<file path="config.mk">
export PLATFORM = sky130hd
export DESIGN_NAME = exact_byte_pattern_matcher_core
export DESIGN_NICKNAME = d
export VERILOG_FILES = /design/src/design/emb_pkg.sv /design/src/design/emb_cell.sv /design/src/design/exact_byte_pattern_matcher_core.sv
export SDC_FILE = /design/constraint.sdc
export NUM_CORES = 1
export LEC_CHECK = 0
export BUFFER_PORTS_ARGS = -buffer_cell sky130_fd_sc_hd__buf_2
export CAP_MARGIN = 10
export CORE_MARGIN = 4
export CORE_UTILIZATION = 60
export CTS_CLUSTER_DIAMETER = 100
export CTS_CLUSTER_SIZE = 20
export DETAILED_ROUTE_END_ITERATION = 12
export PLACE_DENSITY_LB_ADDON = 0.12
export SETUP_SLACK_MARGIN = 0.1
export SYNTH_ARGS = -nofsm -noshare
export SYNTH_HDL_FRONTEND = slang
export SYNTH_SLANG_ARGS = --single-unit
</file>
<file path="constraint.sdc">
create_clock -name clock -period 14.04 [get_ports clock]
set_clock_uncertainty 0.2 [all_clocks]
set_input_delay 2.808 -clock clock [delete_from_list [all_inputs] [get_ports clock]]
set_output_delay 2.808 -clock clock [all_outputs]
set_load 0.1 [all_outputs]
</file>
<file path="src/design/emb_pkg.sv">
package emb_pkg;

   // transaction opcodes
   typedef enum logic [1:0] {
      OP_BEGIN  = 2'd0,
      OP_APPEND = 2'd1,
      OP_TEXT   = 2'd2
   } opcode_type;

   // per-cycle controls broadcast to every cell of the chain
   typedef struct packed {
      logic clear;
      logic shift_pattern;
      logic shift_text;
   } emb_ctrl_type;

endpackage

</file>
<file path="src/design/emb_cell.sv">
module emb_cell
   import emb_pkg::*;
(
   input  logic         clock,
   input  logic         reset,
   input  emb_ctrl_type ctrl,
   input  logic [7:0]   prev_pat_byte,
   input  logic         prev_pat_valid,
   input  logic [7:0]   prev_win_byte,
   input  logic         prev_win_valid,
   output logic [7:0]   pat_byte,
   output logic         pat_valid,
   output logic [7:0]   win_byte,
   output logic         win_valid,
   output logic         match_ok
);

   logic [7:0] pat_byte_ff, pat_byte_in;
   logic       pat_valid_ff, pat_valid_in;
   logic [7:0] win_byte_ff, win_byte_in;
   logic       win_valid_ff, win_valid_in;

   // next state: clear on a new search, otherwise shift from the neighbor
   always_comb begin
      pat_byte_in  = pat_byte_ff;
      pat_valid_in = pat_valid_ff;
      win_byte_in  = win_byte_ff;
      win_valid_in = win_valid_ff;
      if (ctrl.clear) begin
         pat_valid_in = 1'b0;
         win_valid_in = 1'b0;
      end else begin
         if (ctrl.shift_pattern) begin
            pat_byte_in  = prev_pat_byte;
            pat_valid_in = prev_pat_valid;
         end
         if (ctrl.shift_text) begin
            win_byte_in  = prev_win_byte;
            win_valid_in = prev_win_valid;
         end
      end
   end

   // control bits reset, payload bytes do not
   always_ff @(posedge clock) begin
      if (reset) begin
         pat_valid_ff <= 1'b0;
         win_valid_ff <= 1'b0;
      end else begin
         pat_valid_ff <= pat_valid_in;
         win_valid_ff <= win_valid_in;
      end
      pat_byte_ff <= pat_byte_in;
      win_byte_ff <= win_byte_in;
   end

   // compare the pattern byte with the window byte arriving this cycle
   assign match_ok  = !pat_valid_ff || (prev_win_valid && (pat_byte_ff == prev_win_byte));

   assign pat_byte  = pat_byte_ff;
   assign pat_valid = pat_valid_ff;
   assign win_byte  = win_byte_ff;
   assign win_valid = win_valid_ff;

endmodule

</file>
<file path="src/design/exact_byte_pattern_matcher_core.sv">
// Exact byte pattern matcher: reports every text offset where the pattern starts.
// Request channel (req_valid/req_ready) carries an opcode and a data byte:
//   OP_BEGIN starts a new search, OP_APPEND adds one pattern byte,
//   OP_TEXT feeds one text byte; opcode three is ignored.
// The pattern and the text window live in a chain of MAX_PATTERN cells; each
// cell holds one pattern byte and one window byte and compares them in parallel.
// A text transaction that completes a match produces one response transaction
// (rsp_valid/rsp_ready) carrying the zero-based start offset in rsp_hit_position.
// The response is registered and is valid the cycle after the matching text byte is taken.
// Throughput: one request per cycle unless a response is stalled, set by the
// parallel compare and AND tree across the cell chain.
// Appending past MAX_PATTERN bytes sets an overflow flag that suppresses hits
// until the next new search. An empty pattern gives no hits.
// Reset (synchronous, active high) empties the pattern, the window and the
// offset counter. When the receiver stalls with a response pending, req_ready
// drops until the response is taken; a pending response is never overwritten.
module exact_byte_pattern_matcher_core
   import emb_pkg::*;
#(
   parameter int MAX_PATTERN   = 32,
   parameter int POSITION_BITS = 32
) (
   input  logic        clock,
   input  logic        reset,
   input  logic        req_valid,
   output logic        req_ready,
   input  logic [1:0]  req_opcode,
   input  logic [7:0]  req_data_byte,
   output logic        rsp_valid,
   input  logic        rsp_ready,
   output logic [31:0] rsp_hit_position
);

   localparam int LEN_BITS = $clog2(MAX_PATTERN + 1);

   logic                     req_fire;
   logic                     full;
   logic                     hit;
   emb_ctrl_type             ctrl;
   logic [LEN_BITS-1:0]      len_ff, len_in;
   logic                     overflow_ff, overflow_in;
   logic [POSITION_BITS-1:0] count_ff, count_in;
   logic [POSITION_BITS-1:0] start_pos;
   logic [POSITION_BITS+31:0] start_ext;
   logic                     rsp_valid_ff, rsp_valid_in;
   logic [31:0]              rsp_hit_position_ff, rsp_hit_position_in;

   logic [7:0]             pat_byte  [MAX_PATTERN];
   logic [7:0]             win_byte  [MAX_PATTERN];
   logic [MAX_PATTERN-1:0] pat_valid;
   logic [MAX_PATTERN-1:0] win_valid;
   logic [MAX_PATTERN-1:0] match_ok;

   assign req_ready = !rsp_valid_ff || rsp_ready;
   assign req_fire  = req_valid && req_ready;
   assign full      = pat_valid[MAX_PATTERN-1];

   // decode the transaction into chain controls
   always_comb begin
      ctrl.clear         = req_fire && (req_opcode == OP_BEGIN);
      ctrl.shift_pattern = req_fire && (req_opcode == OP_APPEND) && !overflow_ff && !full;
      ctrl.shift_text    = req_fire && (req_opcode == OP_TEXT);
   end

   // chain of cells, newest bytes enter at cell zero
   for (genvar j = 0; j < MAX_PATTERN; j++) begin : g_cell
      if (j == 0) begin : g_head
         emb_cell u_cell (
            .clock          (clock),
            .reset          (reset),
            .ctrl           (ctrl),
            .prev_pat_byte  (req_data_byte),
            .prev_pat_valid (1'b1),
            .prev_win_byte  (req_data_byte),
            .prev_win_valid (1'b1),
            .pat_byte       (pat_byte[j]),
            .pat_valid      (pat_valid[j]),
            .win_byte       (win_byte[j]),
            .win_valid      (win_valid[j]),
            .match_ok       (match_ok[j])
         );
      end else begin : g_body
         emb_cell u_cell (
            .clock          (clock),
            .reset          (reset),
            .ctrl           (ctrl),
            .prev_pat_byte  (pat_byte[j-1]),
            .prev_pat_valid (pat_valid[j-1]),
            .prev_win_byte  (win_byte[j-1]),
            .prev_win_valid (win_valid[j-1]),
            .pat_byte       (pat_byte[j]),
            .pat_valid      (pat_valid[j]),
            .win_byte       (win_byte[j]),
            .win_valid      (win_valid[j]),
            .match_ok       (match_ok[j])
         );
      end
   end

   // pattern length, overflow flag and text offset
   always_comb begin
      len_in      = len_ff;
      overflow_in = overflow_ff;
      count_in    = count_ff;
      if (ctrl.clear) begin
         len_in      = '0;
         overflow_in = 1'b0;
         count_in    = '0;
      end else begin
         if (ctrl.shift_pattern) begin
            len_in = len_ff + 1'b1;
         end
         if (req_fire && (req_opcode == OP_APPEND) && !overflow_ff && full) begin
            overflow_in = 1'b1;
         end
         if (ctrl.shift_text) begin
            count_in = count_ff + 1'b1;
         end
      end
   end

   // hit detection against the window as it stands after this byte
   assign hit       = ctrl.shift_text && !overflow_ff && pat_valid[0] && (&match_ok);
   assign start_pos = count_in - {{(POSITION_BITS-LEN_BITS){1'b0}}, len_ff};
   assign start_ext = {32'd0, start_pos};

   // output register
   always_comb begin
      rsp_valid_in        = rsp_valid_ff;
      rsp_hit_position_in = rsp_hit_position_ff;
      if (rsp_valid_ff && rsp_ready) begin
         rsp_valid_in = 1'b0;
      end
      if (hit) begin
         rsp_valid_in        = 1'b1;
         rsp_hit_position_in = start_ext[31:0];
      end
   end

   always_ff @(posedge clock) begin
      if (reset) begin
         len_ff       <= '0;
         overflow_ff  <= 1'b0;
         count_ff     <= '0;
         rsp_valid_ff <= 1'b0;
      end else begin
         len_ff       <= len_in;
         overflow_ff  <= overflow_in;
         count_ff     <= count_in;
         rsp_valid_ff <= rsp_valid_in;
      end
      rsp_hit_position_ff <= rsp_hit_position_in;
   end

   assign rsp_valid        = rsp_valid_ff;
   assign rsp_hit_position = rsp_hit_position_ff;

   // length counter tracks the pattern valid bits in the chain
   a_len_matches_chain: assert property (@(posedge clock) disable iff (reset)
      len_ff == LEN_BITS'($countones(pat_valid)))
      else $error("pattern length out of step with cell chain");

   // overflow only with a full pattern
   a_overflow_full: assert property (@(posedge clock) disable iff (reset)
      overflow_ff |-> full)
      else $error("overflow flag set without full pattern");

   // a new response only follows a text transaction
   a_rsp_from_text: assert property (@(posedge clock) disable iff (reset)
      (rsp_valid_ff && !$past(rsp_valid_ff && !rsp_ready)) |->
         $past(req_fire && (req_opcode == OP_TEXT)))
      else $error("response without text transaction");

   // a new search empties the pattern
   a_begin_clears: assert property (@(posedge clock) disable iff (reset)
      ctrl.clear |=> (len_ff == '0) && !overflow_ff && (pat_valid == '0))
      else $error("new search did not clear pattern");

endmodule
</file>
==> key figures <==
Detailed routing
  • # DRC: 0
  • Pre-antenna DRT Iters: 5
  • Vias: 12,450
  • WL per Instance: 20.1 µm
  • Number of routed nets with antenna violations: 0
  • First DRT Iteration DRCs: 1,145
  • Drt via density: 5.67
  • Final WL: about 44 mm

Synthesis
  • Xor-xnor portion of the synthesized cell area: 0.111
  • Synth warnings: 0
  • Seq/Total Area, Yosys: 0.746
  • Seq cells post-synth: 639
  • Simple-gate portion of the synthesized area: 0.0886
  • Compound-Gate Fraction of Synth Area: 0.0355
  • Syn_nets: 1,610
  • Syn Std Cell Area: 0.0243 mm²
  • Post-synthesis mux area share: 0.00391
  • Synth async-reset ratio: 0
  • Synth Instances: 1,587
  • Avg Inst Size Synth: 15.3 µm²
  • Post-synth top flop: edfxtp_1
  • Post-synth EDFFs: roughly 540
  • Count of cell types in the netlist: 66
  • Largest family of logic cells by synthesized area: XOR/XNOR gates
  • Adder-Cell Fraction of Synth Area: 0.00494

Global routing
  • Largest net degree at the start of global routing: 150
  • First-pass GRT wire length: between 60 and 70 mm
  • Antenna violations before repair: 0
  • Grt ovf: 0
  • Gr usage total: 0.200
  • Vias in the first global route: 12,312

Floorplan
  • Top Ports: between 40 and 50
  • Initial Utilization: 0.609
  • Std-Cell Rows: 73
  • Die X: 209 µm
  • Die Ht: 209 µm
  • Die footprint: 0.0438 mm²
  • Placeable core area: approximately 0.04 mm²

Clock network
  • Postcts setup bufs: 0
  • # hold bufs at CTS: 0
  • TritonCTS buffer count: 37
  • PostCTS Resize Cnt: 0
  • CTS tree: done
  • Worst-skew pair later-pin latency: 0.57 ns
  • Worst-path clk slew: around 0.08 ns
  • Clk buf depth: 3
  • CTS Sinks: between 600 and 700
  • H-Tree Depth: 2
  • Clock tree root driver cell: clkbuf_16

Hold path
  • Hold Crit Class: reg2reg

Finish
  • Most frequent cells in the layout: edfxtp_1 (536), xor2_1 (220), nand2_1 (159)
  • # fillers: 2,793
  • Post-Layout Cell Count: 2,196
  • Layout Utilization: 0.657
  • Syn-to-layout area delta: 7.73%
  • Design Area, Final: 0.0262 mm²
  • Share of layout cells above drive strength 1: 0.0748
  • Antenna diodes: 0
  • Nets@finish: around 1,700
  • Most common cell after layout, fill and taps aside: edfxtp_1

Placement
  • Placed Cells: between 2,000 and 2,500
  • Dpl cell area: 0.0251 mm²
  • Final GP Congestion: 0.865
  • HPWL Detailed: about 29 mm
  • Number of port buffers: 47

Pwr
  • P_int: 0.00263 W
  • Leak Pwr: roughly 8.5 nW
  • Final Power: 0.00329 W
  • Switch Pwr: 0.000661 W
  • Reg power frac: 0.642
  • Power Dens Cells: 125 mW/mm²
  • Switching part of the total power: 0.201
  • Clk pwr share: 0.332
  • Worst vdd ir: 0.0975 mV
  • Combinational power share: 0.026

Worst setup path
  • Crit path max fanout: 131
  • Setup CP Type: in2reg
  • Required time worst endpoint: 14.16 ns
  • Crit end category: register
  • WP data arrival: 7.10 ns
  • Delay of the slowest cell on the worst path: about 0.66 ns
  • Crit start category: primary input
  • Slowest-stage cell, CP: inv_8
  • Bufs and invs on worst path: 3
  • Critical Path Most Common Cell: nand3_1
  • Cell family with most CP delay: simple AND/OR/NAND/NOR gates
  • Worst-path cell chain: buf_2 -> and2b_1 -> nand3_2 -> buf_4 -> inv_8 -> nand2_1 -> o21ai_0 -> ha_1 -> nand3_1 -> o211ai_1 -> a21oi_1 -> nand3_1 -> nand4bb_1 -> or4_4 -> o2111ai_2 -> o21ai_2

Timing
  • Minimum clock period: 6.98 ns
  • Worst Tran Pin Value: 1.11 ns
  • Count of pins over their slew limit: 0
  • Period utilisation layout: 0.497
  • RSZ-0062 raised after global routing: no
  • Setup-failing EPs final: 0
  • Final Hold Viols: 0
  • Fin Setup TNS: 0 ns
  • Rel. slew slack: 0.262
  • Maximum operating frequency: approximately 0.14 GHz

Flow run
  • Max-Cap Viols: 0

Run status
  • Run status: finished clean
==> worst reg2reg max path: cells and delay by family, from the launching register on <==
family,cells,cell delay [ns]
simple gates,7,1.91
fa+ha+maj,1,0.31
buf+inv,3,1.05
flops,1,0.32
compound gates,5,0.87
==> power by group through the flow <==
| stage | combinational (W) | sequential (W) | clock (W) |
|---|---|---|---|
| 2_1_floorplan | 0.0000619 | 0.00216 | 0 |
| 3_3_place_gp | 0.0000859 | 0.00215 | 0 |
| 3_5_place_dp | 0.0000872 | 0.00215 | 0 |
| 4_1_cts | 0.0000878 | 0.00211 | 0.00112 |
| 5_1_grt | 0.0000957 | 0.00211 | 0.00119 |
| 6_report | 0.0000869 | 0.00211 | 0.00109 |
==> synth_stat cells, types with 3 or more instances <==
cell      instances  area share
edfxtp_1        536        0.66
xor2_1          220       0.079
nand2_1         159       0.025
dfxtp_1         103       0.085
xnor2_1          89       0.032
a21oi_1          71       0.015
nor2_1           69       0.011
nand3_1          55       0.011
nor4_1           36      0.0093
nand4_1          29      0.0075
clkbuf_1         26      0.0040
o41ai_1          25      0.0090
nor3_1           24      0.0049
o21ai_0          14      0.0029
inv_1            13      0.0020
nand2b_1          9      0.0023
and3_1            8      0.0021
ha_1              8      0.0041
nor2b_1           7      0.0018
buf_1             5     0.00077
mux2i_1           5      0.0021
or4_1             5      0.0015
mux2_2            4      0.0019
o211ai_1          4      0.0012
or3_1             4      0.0010
inv_2             3     0.00046
nor3_2            3      0.0012
==> cell families (layout without fill, tap and decap cells) <==
group                    count (synthesis)  count (layout)
AO/OA/AOI/OAI                          134             134
XOR/XNOR                               309             309
adder cells (fa/ha/maj)                  9               9
buffers and inverters                   54             138
flip-flops                             639             639
multiplexers                             9               9
AND/OR/NAND/NOR                        433             433
==> final timing paths <==
kind / cells after the start / slack, ns / to / start
max reg2reg: 16 / 9.11 / rsp_hit_position[19] / rsp_valid
min reg2reg: 2 / 0.26 / g_cell[30].g_body.u_cell.win_valid / g_cell[30].g_body.u_cell.win_valid
min: 2 / 0.26 / g_cell[30].g_body.u_cell.win_valid / g_cell[30].g_body.u_cell.win_valid
max: 16 / 7.06 / rsp_hit_position[19] / req_opcode[0]
==> flip-flops by register name, summed over array words and instances (netlist names) <==
| name | flops |
|---|---|
| g_cell.g_body.u_cell.pat_byte | 248 |
| g_cell.g_body.u_cell.pat_valid | 31 |
| g_cell.g_body.u_cell.win_byte | 240 |
| len_ff | 6 |
| count_ff | 32 |
| rsp_hit_position | 32 |
| g_cell.g_head.u_cell.win_valid | 1 |
| overflow_ff | 1 |
| g_cell.g_head.u_cell.pat_byte | 8 |
| g_cell.g_body.u_cell.win_valid | 30 |
| rsp_valid | 1 |
| g_cell.g_head.u_cell.pat_valid | 1 |
| g_cell.g_head.u_cell.win_byte | 8 |
==> layout make-up <==
cell class | instances | area [µm²] | area share
well taps | 525 | 657 | 0.0251
clock inverters | 1 | 16.3 | 0.000621
multi-input cells | 894 | 5950 | 0.227
repair buffers | 55 | 295 | 0.0113
inverters | 17 | 78.8 | 0.00301
flip-flops and latches | 639 | 18200 | 0.693
clock buffers | 65 | 1050 | 0.0402
==> routing by layer <==
layer  GRT usage  wire length [µm]  vias to the layer above
met5           0                 0                        -
met4      0.0394               682                        0
met3      0.0402              2260                       49
met2       0.311             20800                      253
met1       0.300             20400                     6233
li1            -                 -                     5915
==> per-stage QoR <==
| step | setup slack [ns] | hold WS [ns] |
|---|---|---|
| 6_report | 7.06 | 0.265 |
| 5_1_grt | 6.67 | 0.274 |
| 3_3_place_gp | 6.75 | 0.249 |
| 3_5_place_dp | 6.56 | 0.254 |
| 2_1_floorplan | 2.45 | 0.237 |
| 4_1_cts | 7.14 | 0.270 |
Note: power is estimated with default switching activity, not from simulation.
